`src/rtl/dop_pkg.sv`:
```
// shared types, option codes and queue sizes for the dhcp option parser
package dop_pkg;

   // standard option numbers
   localparam logic [7:0] OPT_PAD     = 8'd0;
   localparam logic [7:0] OPT_MASK    = 8'd1;
   localparam logic [7:0] OPT_ROUTER  = 8'd3;
   localparam logic [7:0] OPT_DNS     = 8'd6;
   localparam logic [7:0] OPT_LEASE   = 8'd51;
   localparam logic [7:0] OPT_MSGTYPE = 8'd53;
   localparam logic [7:0] OPT_SERVER  = 8'd54;
   localparam logic [7:0] OPT_END     = 8'd255;

   // number of value bytes kept per record
   localparam logic [2:0] MAX_VALUE_BYTES = 3'd4;

   // default queue depths (powers of two)
   localparam int MID_DEPTH_DEFAULT = 4;
   localparam int RSP_DEPTH_DEFAULT = 2;

   // option kinds the walker cares about
   typedef enum logic [2:0] {
      KIND_OTHER   = 3'd0,
      KIND_MASK    = 3'd1,
      KIND_ROUTER  = 3'd2,
      KIND_DNS     = 3'd3,
      KIND_LEASE   = 3'd4,
      KIND_MSGTYPE = 3'd5,
      KIND_SERVER  = 3'd6
   } dop_kind_type;

   // walker phase, one-hot
   typedef enum logic [3:0] {
      PH_CODE = 4'b0001,
      PH_LEN  = 4'b0010,
      PH_DATA = 4'b0100,
      PH_DONE = 4'b1000
   } dop_phase_type;

   // input item
   typedef struct packed {
      logic [7:0] opt_byte;
      logic       last;
   } dop_req_type;

   // classified byte between front and back
   typedef struct packed {
      logic [7:0]   opt_byte;
      logic         last;
      logic         is_end;
      logic         is_pad;
      dop_kind_type kind;
   } dop_cls_type;

   // result item
   typedef struct packed {
      logic [7:0]  msg_type;
      logic        has_msg_type;
      logic [31:0] subnet_mask;
      logic [31:0] dns_server;
      logic [31:0] router;
      logic [31:0] server_id;
      logic [31:0] lease_seconds;
      logic        has_lease;
      logic        truncated;
   } dop_rsp_type;

endpackage

```
`src/rtl/dop_queue.sv`:
```
// small first-in first-out queue of register entries
module dop_queue
   import dop_pkg::*;
#(
   parameter int  DEPTH = 4,
   parameter type item_type = dop_req_type
) (
   input  logic     clock,
   input  logic     reset,
   input  logic     push,
   output logic     full,
   input  item_type in_item,
   input  logic     pop,
   output logic     empty,
   output item_type out_item
);

   localparam int PtrWidth = (DEPTH > 1) ? $clog2(DEPTH) : 1;
   localparam int CntWidth = $clog2(DEPTH + 1);
   localparam logic [CntWidth-1:0] DepthCount = CntWidth'(DEPTH);

   item_type              entry_ff [DEPTH];
   logic [PtrWidth-1:0]   wr_ptr_ff, wr_ptr_in;
   logic [PtrWidth-1:0]   rd_ptr_ff, rd_ptr_in;
   logic [CntWidth-1:0]   count_ff, count_in;
   logic                  do_push, do_pop;

   assign full     = (count_ff == DepthCount);
   assign empty    = (count_ff == '0);
   assign do_push  = push && !full;
   assign do_pop   = pop && !empty;
   assign out_item = entry_ff[rd_ptr_ff];

   // pointer and count update, pointers wrap at the depth
   always_comb begin
      wr_ptr_in = wr_ptr_ff;
      rd_ptr_in = rd_ptr_ff;
      count_in  = count_ff;
      if (do_push) begin
         wr_ptr_in = (wr_ptr_ff == PtrWidth'(DEPTH - 1)) ? '0 : wr_ptr_ff + 1'b1;
      end
      if (do_pop) begin
         rd_ptr_in = (rd_ptr_ff == PtrWidth'(DEPTH - 1)) ? '0 : rd_ptr_ff + 1'b1;
      end
      if (do_push && !do_pop) begin
         count_in = count_ff + 1'b1;
      end else if (do_pop && !do_push) begin
         count_in = count_ff - 1'b1;
      end
   end

   always_ff @(posedge clock) begin
      if (reset) begin
         wr_ptr_ff <= '0;
         rd_ptr_ff <= '0;
         count_ff  <= '0;
      end else begin
         wr_ptr_ff <= wr_ptr_in;
         rd_ptr_ff <= rd_ptr_in;
         count_ff  <= count_in;
      end
   end

   // entry storage
   always_ff @(posedge clock) begin
      if (do_push) begin
         entry_ff[wr_ptr_ff] <= in_item;
      end
   end

endmodule

```
`src/rtl/dop_classify.sv`:
```
// front end: decodes each option byte into the kind of record it would open
module dop_classify
   import dop_pkg::*;
(
   input  dop_req_type in_item,
   output dop_cls_type out_item
);

   // option code lookup
   always_comb begin
      out_item.opt_byte = in_item.opt_byte;
      out_item.last     = in_item.last;
      out_item.is_end   = (in_item.opt_byte == OPT_END);
      out_item.is_pad   = (in_item.opt_byte == OPT_PAD);
      unique case (in_item.opt_byte)
         OPT_MASK:    out_item.kind = KIND_MASK;
         OPT_ROUTER:  out_item.kind = KIND_ROUTER;
         OPT_DNS:     out_item.kind = KIND_DNS;
         OPT_LEASE:   out_item.kind = KIND_LEASE;
         OPT_MSGTYPE: out_item.kind = KIND_MSGTYPE;
         OPT_SERVER:  out_item.kind = KIND_SERVER;
         default:     out_item.kind = KIND_OTHER;
      endcase
   end

endmodule

```
`src/rtl/dop_walker.sv`:
```
// back end: walks code/length/data records and keeps the captured values
module dop_walker
   import dop_pkg::*;
(
   input  logic        clock,
   input  logic        reset,
   input  logic        in_valid,
   input  dop_cls_type in_item,
   output logic        in_take,
   output logic        out_push,
   input  logic        out_full,
   output dop_rsp_type out_item
);

   dop_phase_type phase_ff, phase_in;
   dop_kind_type  kind_ff, kind_in;
   logic [7:0]    remain_ff, remain_in;
   logic [2:0]    index_ff, index_in;
   logic [31:0]   shift_ff, shift_in;
   logic [31:0]   mask_ff, mask_in;
   logic [31:0]   dns_ff, dns_in;
   logic [31:0]   router_ff, router_in;
   logic [31:0]   server_ff, server_in;
   logic [31:0]   lease_ff, lease_in;
   logic [7:0]    type_ff, type_in;
   logic          seen_type_ff, seen_type_in;
   logic          seen_lease_ff, seen_lease_in;
   logic          commit;
   logic [7:0]    first_byte;

   // take a byte unless it closes the area and the result queue is full
   assign in_take  = in_valid && (!in_item.last || !out_full);
   assign out_push = in_take && in_item.last;

   // first data byte of the record, from the bytes gathered so far
   always_comb begin
      unique case (index_in)
         3'd1:    first_byte = shift_in[7:0];
         3'd2:    first_byte = shift_in[15:8];
         3'd3:    first_byte = shift_in[23:16];
         3'd4:    first_byte = shift_in[31:24];
         default: first_byte = 8'd0;
      endcase
   end

   // record walk for one byte
   always_comb begin
      phase_in      = phase_ff;
      kind_in       = kind_ff;
      remain_in     = remain_ff;
      index_in      = index_ff;
      shift_in      = shift_ff;
      commit        = 1'b0;
      unique case (phase_ff)
         PH_CODE: begin
            if (in_item.is_end) begin
               phase_in = PH_DONE;
            end else if (!in_item.is_pad) begin
               kind_in  = in_item.kind;
               phase_in = PH_LEN;
            end
         end
         PH_LEN: begin
            remain_in = in_item.opt_byte;
            index_in  = 3'd0;
            shift_in  = 32'd0;
            if (in_item.opt_byte == 8'd0) begin
               commit   = 1'b1;
               phase_in = PH_CODE;
            end else begin
               phase_in = PH_DATA;
            end
         end
         PH_DATA: begin
            if (index_ff < MAX_VALUE_BYTES) begin
               shift_in = {shift_ff[23:0], in_item.opt_byte};
               index_in = index_ff + 3'd1;
            end
            remain_in = remain_ff - 8'd1;
            if (remain_in == 8'd0) begin
               commit   = 1'b1;
               phase_in = PH_CODE;
            end
         end
         PH_DONE: begin
         end
         default: begin
         end
      endcase
   end

   // store a finished record
   always_comb begin
      mask_in       = mask_ff;
      dns_in        = dns_ff;
      router_in     = router_ff;
      server_in     = server_ff;
      lease_in      = lease_ff;
      type_in       = type_ff;
      seen_type_in  = seen_type_ff;
      seen_lease_in = seen_lease_ff;
      if (commit) begin
         unique case (kind_in)
            KIND_MASK:   mask_in   = shift_in;
            KIND_DNS:    dns_in    = shift_in;
            KIND_ROUTER: router_in = shift_in;
            KIND_SERVER: server_in = shift_in;
            KIND_LEASE: begin
               if (!seen_lease_ff) begin
                  lease_in      = shift_in;
                  seen_lease_in = 1'b1;
               end
            end
            KIND_MSGTYPE: begin
               if (!seen_type_ff) begin
                  type_in      = first_byte;
                  seen_type_in = 1'b1;
               end
            end
            default: begin
            end
         endcase
      end
   end

   // result from the state after this byte
   always_comb begin
      out_item.msg_type      = type_in;
      out_item.has_msg_type  = seen_type_in;
      out_item.subnet_mask   = mask_in;
      out_item.dns_server    = dns_in;
      out_item.router        = router_in;
      out_item.server_id     = server_in;
      out_item.lease_seconds = lease_in;
      out_item.has_lease     = seen_lease_in;
      out_item.truncated     = (phase_in == PH_LEN) || (phase_in == PH_DATA);
   end

   // state registers, cleared after the closing byte
   always_ff @(posedge clock) begin
      if (reset || out_push) begin
         phase_ff      <= PH_CODE;
         kind_ff       <= KIND_OTHER;
         remain_ff     <= '0;
         index_ff      <= '0;
         shift_ff      <= '0;
         mask_ff       <= '0;
         dns_ff        <= '0;
         router_ff     <= '0;
         server_ff     <= '0;
         lease_ff      <= '0;
         type_ff       <= '0;
         seen_type_ff  <= 1'b0;
         seen_lease_ff <= 1'b0;
      end else if (in_take) begin
         phase_ff      <= phase_in;
         kind_ff       <= kind_in;
         remain_ff     <= remain_in;
         index_ff      <= index_in;
         shift_ff      <= shift_in;
         mask_ff       <= mask_in;
         dns_ff        <= dns_in;
         router_ff     <= router_in;
         server_ff     <= server_in;
         lease_ff      <= lease_in;
         type_ff       <= type_in;
         seen_type_ff  <= seen_type_in;
         seen_lease_ff <= seen_lease_in;
      end
   end

endmodule

```
`src/rtl/dhcp_option_parser.sv`:
```
// top level of the dhcp option parser: classifier, byte queue, walker, result queue
//
// Takes the options area of one DHCP message one byte per cycle and returns one
// result, holding message type, lease time, subnet mask, DNS server, router,
// server identifier and a truncation flag, for the byte marked last. A new byte
// is accepted every cycle while full is low; the walker handles one byte per
// cycle unless a closing byte meets a full result queue, so sustained rate is one
// byte per cycle while results are popped. A result enters the result queue when
// the walker takes its closing byte from the byte queue. Byte classification sits
// in front of a MID_DEPTH entry queue, and results wait in a RSP_DEPTH entry
// queue, so either side may stall without stopping the other at once.
module dhcp_option_parser
   import dop_pkg::*;
#(
   parameter int MID_DEPTH = MID_DEPTH_DEFAULT,
   parameter int RSP_DEPTH = RSP_DEPTH_DEFAULT
) (
   input  logic        clock,
   input  logic        reset,
   input  logic        req_push,
   output logic        req_full,
   input  dop_req_type req_item,
   output logic        rsp_empty,
   input  logic        rsp_pop,
   output dop_rsp_type rsp_item
);

   dop_cls_type cls_item;
   dop_cls_type mid_item;
   logic        mid_empty;
   logic        mid_take;
   dop_rsp_type walk_item;
   logic        walk_push;
   logic        walk_full;

   // byte decode
   dop_classify u_classify (
      .in_item  (req_item),
      .out_item (cls_item)
   );

   // queue between front and back
   dop_queue #(
      .DEPTH     (MID_DEPTH),
      .item_type (dop_cls_type)
   ) u_mid_queue (
      .clock    (clock),
      .reset    (reset),
      .push     (req_push),
      .full     (req_full),
      .in_item  (cls_item),
      .pop      (mid_take),
      .empty    (mid_empty),
      .out_item (mid_item)
   );

   // record walker
   dop_walker u_walker (
      .clock    (clock),
      .reset    (reset),
      .in_valid (!mid_empty),
      .in_item  (mid_item),
      .in_take  (mid_take),
      .out_push (walk_push),
      .out_full (walk_full),
      .out_item (walk_item)
   );

   // results waiting for transfer
   dop_queue #(
      .DEPTH     (RSP_DEPTH),
      .item_type (dop_rsp_type)
   ) u_rsp_queue (
      .clock    (clock),
      .reset    (reset),
      .push     (walk_push),
      .full     (walk_full),
      .in_item  (walk_item),
      .pop      (rsp_pop),
      .empty    (rsp_empty),
      .out_item (rsp_item)
   );

endmodule

```
`config.mk`:
```
export PLATFORM = sky130hd
export DESIGN_NAME = dhcp_option_parser
export DESIGN_NICKNAME = d
export VERILOG_FILES = /design/src/rtl/dop_pkg.sv /design/src/rtl/dop_queue.sv /design/src/rtl/dop_classify.sv /design/src/rtl/dop_walker.sv /design/src/rtl/dhcp_option_parser.sv
export SDC_FILE = /design/constraint.sdc
export NUM_CORES = 1
export LEC_CHECK = 0
export BUFFER_PORTS_ARGS = -buffer_cell sky130_fd_sc_hd__buf_2
export CAP_MARGIN = 20
export CORE_AREA = 2 2 249 251
export CTS_CLUSTER_SIZE = 14
export DETAILED_ROUTE_END_ITERATION = 16
export DIE_AREA = 0 0 251 253
export GPL_TIMING_DRIVEN = 0
export PLACE_DENSITY_LB_ADDON = 0.25
export SLEW_MARGIN = 20
export SYNTH_ARGS = -nofsm -noshare
export SYNTH_HDL_FRONTEND = slang
export SYNTH_SLANG_ARGS = --single-unit
```
`constraint.sdc`:
```
create_clock -name clock -period 16.3 [get_ports clock]
set_input_delay 0.815 -clock clock [delete_from_list [all_inputs] [get_ports clock]]
set_output_delay 0.815 -clock clock [all_outputs]
set_load 0.05 [all_outputs]
```
* Yosys cells after proc, flatten, opt, wreduce, memory -nomap -nowiden
Memories as Yosys holds them, arrays and structs flattened. A register that Yosys moved wholly into a read port is not among the register bits. Cells that the tools add are included.
Word-level totals: memories kept 2, output and inout port bits 173, bits of input ports 13, bits in writable memories 398, register bits 231, latch bits 0, bits in read-only memories 0
Memories:
- u_rsp_queue.entry_ff | words 2, width 171, rd ports 1, clocked after Yosys merged registers in 1, wr ports 1, RTL line dop_queue.sv:22 | item_type entry_ff [DEPTH];
- u_mid_queue.entry_ff | words 4, width 14, rd ports 1, clocked after Yosys merged registers in 1, wr ports 1, RTL line dop_queue.sv:22
Cells by class: eq/ne operators 26, order comparisons 1, mux-type cells 52, multiply operators 0, shifts and indexed selects 0, bitwise operators 0, div/mod/pow operators 0, reductions and logical operators 31, $add $sub $neg 10
Operator list (count):
- 32-bit 2-to-1 mux | 12
- 32-bit case mux with 2 select lines | 1
- 8-bit case mux with 4 select lines | 1
- 8-bit by 6-bit equality test with 1-bit output (second input constant) | 3
- 8-bit zero test | 3
- 8-bit 2-to-1 mux | 3
- 3-bit 2-to-1 mux | 7
- 3-bit case mux with 6 select lines | 1
- 8-bit case mux with 2 select lines | 1
- 3-bit equality test (second input constant) | 5
- 1-bit 2-to-1 mux | 14
- 3-bit by 2-bit equality test with 1-bit output (second input constant) | 4
- 2-bit 2-to-1 mux | 6
- 4-bit 2-to-1 mux | 3
- 4-bit case mux with 3 select lines | 1
- 1-bit logical AND | 10
- 1-bit zero test | 9
- 4-bit by 2-bit equality test with 1-bit output (second input constant) | 2
- 4-bit by 3-bit equality test with 1-bit output (second input constant) | 2
- 8-bit by 1-bit equality test with 1-bit output (second input constant) | 1
- 8-bit by 2-bit equality test with 1-bit output (second input constant) | 1
- 8-bit by 3-bit equality test with 1-bit output (second input constant) | 1
- 8-bit equality test (second input constant) | 1
- 8-bit by 1-bit subtractor with 8-bit output (second input constant) | 1
- 16 further kinds | 27

* Logic depth before layout (Yosys ltp)
Gate-level depths: netlist (run 1).
depth in word-level cells 10, depth in mapped cells 12, mapped depth without buffers 9

* Cells and area by module
A second synthesis (run 1) with hierarchy kept.
Second synthesis, totals: cell total of the unflattened synthesis 2160, area total of the unflattened synthesis 27213.6 µm²
By module, submodules not included:
- dop_queue at u_rsp_queue | cells an instance 557, times used 1, area an instance 12912.4 µm², seq. area each 10369.9 µm²
- dop_walker | cells an instance 1447, times used 1, area an instance 11573.6 µm², seq. area each 4404.2 µm²
- dop_queue at u_mid_queue | cells an instance 123, times used 1, area an instance 2521.2 µm², seq. area each 1861.8 µm²
- dop_classify | cells an instance 32, times used 1, area an instance 202.7 µm², seq. area each 0.0 µm²
- dhcp_option_parser | cells an instance 1, times used 1, area an instance 3.8 µm², seq. area each 0.0 µm²

* Worst setup path after synthesis (run 1)
Ideal clock, no wire load.
path type register to register, start register with a tool-made name, end memory u_rsp_queue.entry_ff[0][0] in the netlist's numbering (enable), library setup time 0.704 ns, cell stages (with the launch flop) 6, data arrival time 8.199 ns, slack 7.397 ns, path buffers 2, period minus slack after synthesis 8.903 ns, cells stage by stage dfxtp_1 -> buf_1 -> buf_2 -> mux4_2 -> nand3_1 -> nor2_1
RTL lines (RTL line):
- end: declaration | dop_queue.sv:22

==> results of run 1 <==
power by group through the flow:
stage | combinational (mW) | sequential (mW) | clock, mW
final | 2.50 | 2.14 | 1.52
after global routing | 2.62 | 2.17 | 1.61
after detailed placement | 2.49 | 2.17 | 0
after global placement | 2.40 | 2.26 | 0
after floorplan | 1.73 | 2.19 | 0
after CTS | 2.50 | 2.14 | 1.55
synth_stat cells, types with 27 or more instances:
cell,number
a211oi_1,35
a21oi_1,27
a2bb2oi_1,32
a31oi_1,68
and2_1,28
clkbuf_1,109
dfxtp_1,234
edfxtp_1,398
mux2_2,295
mux2i_1,103
nand2_1,195
nand3_1,33
nor2_1,80
nor3_1,76
nor4_1,71
registers in the layout, indices dropped and copies added (netlist names), named ones only:
name	count
u_walker.lease_ff	32
u_mid_queue.entry_ff	56
u_walker.remain_ff	8
u_mid_queue.count_ff	3
u_walker.router_ff	32
u_walker.mask_ff	32
u_mid_queue.rd_ptr_ff	2
u_walker.phase_ff	4
u_walker.index_ff	3
u_walker.dns_ff	32
u_walker.shift_ff	32
u_rsp_queue.wr_ptr_ff	1
u_rsp_queue.entry_ff	342
u_rsp_queue.rd_ptr_ff	1
u_mid_queue.wr_ptr_ff	2
u_walker.seen_lease_ff	1
u_walker.seen_type_ff	1
u_walker.kind_ff	3
u_rsp_queue.count_ff	2
u_walker.server_ff	32
u_walker.type_ff	8
through the flow:
step	instances	area, um2	power (mW)	utilization [%]	setup slack, ns
after floorplan	2056	27100	3.92	-	7.40
after global placement	3031	29000	4.66	47.5	2.75
after detailed placement	3042	29300	4.67	48.0	12.02
after CTS	3166	31500	6.20	51.6	11.53
after global routing	3166	31500	6.40	51.6	11.53
final	3166	31500	6.17	51.6	11.66
worst max-delay path, cell delays in order, from the launching register on:
cell	delay [ns]
dfxtp_1	0.30
clkbuf_1	0.75
clkbuf_2	0.58
clkbuf_1	0.87
mux2_2	0.44
buf_2	0.22
cell families after synthesis:
| group | count (synthesis) |
|---|---|
| fa+ha+maj | 11 |
| mux | 428 |
| flops | 632 |
| simple gates | 534 |
| buf+inv | 165 |
| xor+xnor | 10 |
| compound gates | 276 |
worst max-delay path by stage:
stage | endpoint | slack (ns) | depth (start not counted)
detailed placement | u_rsp_queue.entry_ff[1][100]$_DFFE_PP_ | 12.02 | 8
global placement | u_rsp_queue.entry_ff[0][110]$_DFFE_PP_ | 2.75 | 5
global route | rsp_item[95] | 11.53 | 5
finish | rsp_item[95] | 11.66 | 5
CTS | rsp_item[95] | 11.53 | 5
floorplan | u_rsp_queue.entry_ff[0][0]$_DFFE_PP_ | 7.40 | 5
cell type report:
cell class	count	area, um2
clock buffer	92	1860
multi-input combinational	1259	9770
inverter	11	41.3
clock inverter	32	348
buffer	154	672
sequential	632	16600
tap	790	988
fill	5167	29500
timing repair buffer	196	1200
routing by layer:
metal / up-vias / track usage, % / wire (um)
met5: - / 0 / 0
met4: 0 / 9.01 / 2420
met3: 144 / 3.18 / 4060
met2: 626 / 40.8 / 38000
met1: 9237 / 30.8 / 32300
li1: 8395 / - / -
==> run summary, run 1 <==
most common cell after layout, fill and taps aside - edfxtp_1
core area - 61000 um2
CTS resizes - 0
Clock Skew - 0.0246 ns
R2R setup slack - 12.09 ns
crit path max fanout - 10
largest net degree at the start of global routing - 54
CP arrival - 3.83 ns
simple-gate portion of the synthesized area - 9.70%
Comb power frac - 40.5%
post-DP HPWL - 55.5 mm
RSZ-0062 raised after global routing - false
clock power share - 24.7%
startpoint types - flop
Hold Path Depth - 1
Residual DRC - 0
Synth area leader - edfxtp_1
CP Capture Type - primary output
ranking of synthesized cells by area - edfxtp_1 (44%), dfxtp_1 (17%), mux2_2 (12%)
fraction of layout cells with a size suffix above 1 - 28.5%
main combinational cell family by area after synthesis - multiplexers
fin. max-slew vios - 0
highest clock rate - 0.215 GHz
max_slew headroom - 23.2%
fraction of the yosys area taken by sequential cells - 61.4%
# clock sinks - 632
Hold WS - 0.413 ns
CTS tree - built
Synth Area in XOR/XNOR - 0.323%
WL/cell - 24.3 um
die height - 253 um
Most used DFF post-synth - edfxtp_1
Row Count - 91
post-synthesis compound-gate area fraction - 7.41%
synthesized cell area - 27100 um2
P_int - 3.54 mW
Adder-Cell Fraction of Synth Area - 0.536%
# hold bufs at CTS - 0
antenna diode count - 0
Placer Congestion - 0.922
Sequential Power Share - 34.7%
mux contribution to synthesized area - 18.0%
Final ANT Viol Nets - 0
vias per inst - 5.81
final hold violation count - 0
gr usage total - 23.8%
Starting Density - 44.4%
Reg clk slew, reported paths - 0.06 ns
Detailed Routing Iterations Pass 1 - 7
R2R depth - 8
IO Port Bufs - 185
max-cap violations - 0
Worst-Skew Late Latency - 0.63 ns
grt total ovfl - 0
# H-tree levels - 3
Post-CTS Setup Bufs - 0
CTS buffer count - 67
IO Count - 186
outcome - completed
Total Neg Setup Slack - 0 ns
Tmin final - 4.64 ns
switching part of the total - 42.6%
Die ar. - 63500 um2
hold path startpoint - req_item[0]
CTS Root Cell - clkbuf_16
net count after synthesis - 2080
Post-synth EDFFs - 398
Mapped Cells - 2056
Hold WC Path Type - primary input to flop
worst path required time - 15.49 ns
vias in the first global route - 18298
Leak - 11.4 nW
Net Sw Power - 2.63 mW
Syn-to-layout area delta - 16.3%
DRT Wirelength - 76.8 mm
Power Density - 196 nW/um2
detailed-route via count - 18402
distinct cell type count of the synthesized netlist - 68
r2r endpoint - u_rsp_queue.entry_ff[0][36]$_DFFE_PP_
initial antenna violation count - 0
top cell type's share of synthesized area - 44.1%
Async S/R FF share, synth - 0%
Min-Delay Endpoint - u_mid_queue.entry_ff[2][5]$_DFFE_PP_
worst setup path class - flop to primary output
maximum buffer depth of the clock tree - 3
peak supply drop - 0.0000996 V
Worst-Margin Slew - 1.12 ns
Seq cells post-synth - 632
most frequent cells in the layout - edfxtp_1 (398), mux2_2 (295), dfxtp_1 (234), buf_2 (211), nand2_1 (195)
Final Setup Violations - 0
first-pass GRT wire length - 113 mm
syn avg cell area - 13.2 um2
Tcrit/Tclk final - 28.5%
Yosys warning count - 0
Die Wd - 251 um
Nets - 2345
number of DRC markers in iteration 0 - 1474
No activity file was read; power rests on OpenSTA's default activity.
==> inputs of run 2 (changes only) <==
--- a/config.mk
+++ b/config.mk
@@ -5,12 +5,13 @@
 export SDC_FILE = /design/constraint.sdc
 export NUM_CORES = 1
 export LEC_CHECK = 0
+export ABC_AREA = 1
 export BUFFER_PORTS_ARGS = -buffer_cell sky130_fd_sc_hd__buf_2
 export CAP_MARGIN = 20
-export CORE_AREA = 2 2 249 251
+export CORE_AREA = 2 2 257 259
 export CTS_CLUSTER_SIZE = 14
 export DETAILED_ROUTE_END_ITERATION = 16
-export DIE_AREA = 0 0 251 253
+export DIE_AREA = 0 0 259 261
 export GPL_TIMING_DRIVEN = 0
 export PLACE_DENSITY_LB_ADDON = 0.25
 export SLEW_MARGIN = 20
==> constraint.sdc (replaced) <==
create_clock -name clock -period 4.85 [get_ports clock]
set_input_delay 0.2425 -clock clock [delete_from_list [all_inputs] [get_ports clock]]
set_output_delay 0.2425 -clock clock [all_outputs]
set_load 0.05 [all_outputs]
==> run 2 against run 1 <==
Net effect:
- worst hold slack lost 0.36 ns
- via count up 23%
- count of clock-buffer cells in the layout grew 3
==> run summary, run 2 <==
outcome - completed
Syn-to-layout area delta - 16.8%
DP Cell Count - 4271 (+40%)
max_slew headroom - 20.5% (-2.7 points)
Hold Path Depth - 3 (+2)
R2R depth - 11 (+3)
CTS tree - built
peak supply drop - 0.000502 V (+400%)
Die ar. - 67600 um2 (+6.5%)
Worst-Skew Late Latency - 0.61 ns (-0.02 ns)
Detailed Routing Iterations Pass 1 - 6 (-1)
Die Wd - 259 um (+3.2%)
fraction of the yosys area taken by sequential cells - 57.7% (-3.7 points)
ranking of synthesized cells by area - edfxtp_1 (41%), dfxtp_1 (16%), nand2_1 (13%)
# clock sinks - 632 (unchanged)
Seq cells post-synth - 632 (unchanged)
distinct cell type count of the synthesized netlist - 40 (-41%)
max-cap violations - 0 (unchanged)
Post-synth EDFFs - 398 (unchanged)
R2R setup slack - 1.76 ns (-10.33 ns)
Reg clk slew, reported paths - 0.06 ns (about the same)
CP arrival - 3.50 ns (-0.33 ns)
net count after synthesis - 3230 (+55%)
Async S/R FF share, synth - 0% (unchanged)
highest clock rate - 0.267 GHz
WL/cell - 17.6 um (-27%)
Tmin final - 3.74 ns
CP Capture Type - primary output
Mapped Cells - 3206 (+56%)
initial antenna violation count - 0 (unchanged)
Clock Skew - 0.0155 ns (-0.00919 ns)
# H-tree levels - 3 (unchanged)
Power Density - 791 nW/um2 (+300%)
max FFs per register - 342 (unchanged)
most frequent cells in the layout - nand2_1 (993), edfxtp_1 (398), nor2_1 (347), nand3_1 (296), inv_1 (254)
hold path startpoint - rsp_pop
Yosys warning count - 0 (unchanged)
die height - 261 um (+3.2%)
RSZ-0062 raised after global routing - false
IO Port Bufs - 185 (unchanged)
post-DP HPWL - 53.3 mm (-4.0%)
Starting Density - 44.3% (about the same)
gr usage total - 22.4% (-1.4 points)
Worst-Margin Slew - 1.18 ns (+0.0646 ns)
top cell type's share of synthesized area - 41.4% (-2.7 points)
fraction of layout cells with a size suffix above 1 - 16.9% (-12 points)
Most used DFF post-synth - edfxtp_1
syn avg cell area - 8.99 um2 (-32%)
Total Neg Setup Slack - 0 ns (unchanged)
largest net degree at the start of global routing - 28 (-48%)
biggest regs - u_rsp_queue.entry_ff x342, u_mid_queue.entry_ff x56
Synth area leader - edfxtp_1
CTS Root Cell - clkbuf_16
Tot Pwr - 26.7 mW (+330%)
final hold violation count - 0 (unchanged)
Placer Congestion - 0.897 (-2.7%)
post-layout util - 51.8% (+0.17 points)
number of filler cells placed in the layout - 5926 (+15%)
CTS buffer count - 70 (+4.5%)
vias per inst - 5.12 (-12%)
detailed-route via count - 22570 (+23%)
Post-CTS Setup Bufs - 0 (unchanged)
fin. max-slew vios - 0 (unchanged)
CTS resizes - 0 (unchanged)
Hold WC Path Type - primary input to flop
DRT Wirelength - 77.7 mm (+1.1%)
most common cell after layout, fill and taps aside - nand2_1
grt total ovfl - 0 (unchanged)
Leak - 15.2 nW (+34%)
number of DRC markers in iteration 0 - 2416 (+64%)
first-pass GRT wire length - 116 mm (+2.3%)
Residual DRC - 0 (unchanged)
cell with the most instances after synthesis - nand2_1
Final ANT Viol Nets - 0 (unchanged)
synthesized cell area - 28800 um2 (+6.5%)
crit path max fanout - 10 (unchanged)
maximum buffer depth of the clock tree - 3 (unchanged)
vias in the first global route - 20191 (+10%)
worst setup path class - flop to primary output
top post-synthesis cells by count - nand2_1 (993), edfxtp_1 (398), nor2_1 (353), nand3_1 (296), inv_1 (254)
worst path required time - 4.61 ns (-10.88 ns)
Reg with most FFs - u_rsp_queue.entry_ff
core area - 65000 um2 (+6.6%)
Final Setup Violations - 0 (unchanged)
Tcrit/Tclk final - 77.1%
IO Count - 186 (unchanged)
Row Count - 94 (+3.3%)
Non-Filler Instances - 4410 (+39%)
# hold bufs at CTS - 10 (+10)
Nets - 3513 (+50%)
startpoint types - flop
[run 2: path summary, 6_finish.rpt]
check / endpoint
max: rsp_item[97]
min: flop
max reg2reg: u_walker.lease_ff[28]$_SDFFE_PP0P_
min reg2reg: u_walker.shift_ff[13]$_SDFFE_PP0P_
[run 2: report_power, final]
part           switching, mW  internal [mW]  leakage, nW
Clock                   2.15           3.18         1.13
Combinational           8.95           3.47         8.40
Sequential             0.666           8.24         5.66
Total                   11.8           14.9         15.2
[run 2: stage by stage]
step,hold slack (ns),setup slack [ns],instance area [um2]
finish,0.0504,1.11,33700
global placement,0.448,-1.12,30900
global route,0.0729,0.896,33700
floorplan,0.321,0.797,28900
CTS,0.0285,0.912,33700
detailed placement,0.449,1.58,31300
[run 2: cell families (layout without fill, tap and decap cells)]
kind of cell	Yosys count	count (layout)	synth area share (%)
DFF	632	632	57.7
adders and majority gates	11	11	0.503
xor gates and xnor gates	2	2	0.0608
buffers and inverters	445	784	6.28
other	0	1	0
muxes	171	171	6.68
AOI/OAI and AO/OA	186	186	3.47
and+or+nand+nor	1759	1759	25.3
[run 2: routing by layer]
layer  vias up  part of all wire, %  track usage [%]
li1      11152                    -                -
met4         0                  4.2             10.3
met1     10518                   44             30.2
met2       744                   45             35.0
met3       156                  7.3             4.47
met5         -                    0                0
[run 2: final cells by class]
class                      instances  area, um2  area share, %
clock inverter                    33        344           1.02
multi-input combinational       2129      10400           31.0
timing repair buffer             211       1400           4.15
tap                              864       1080           3.21
inverter                         266        998           2.96
sequential                       632      16600           49.4
clock buffer                      95       1970           5.85
buffer                           179        813           2.41
antenna                            1       2.50        0.00743
[run 2: critical path, stage by stage (launching register included)]
cell and delay [ns]:
dfxtp_1 0.32, clkbuf_1 0.60, clkbuf_1 0.65, clkbuf_1 0.64, mux2_2 0.42, buf_2 0.22
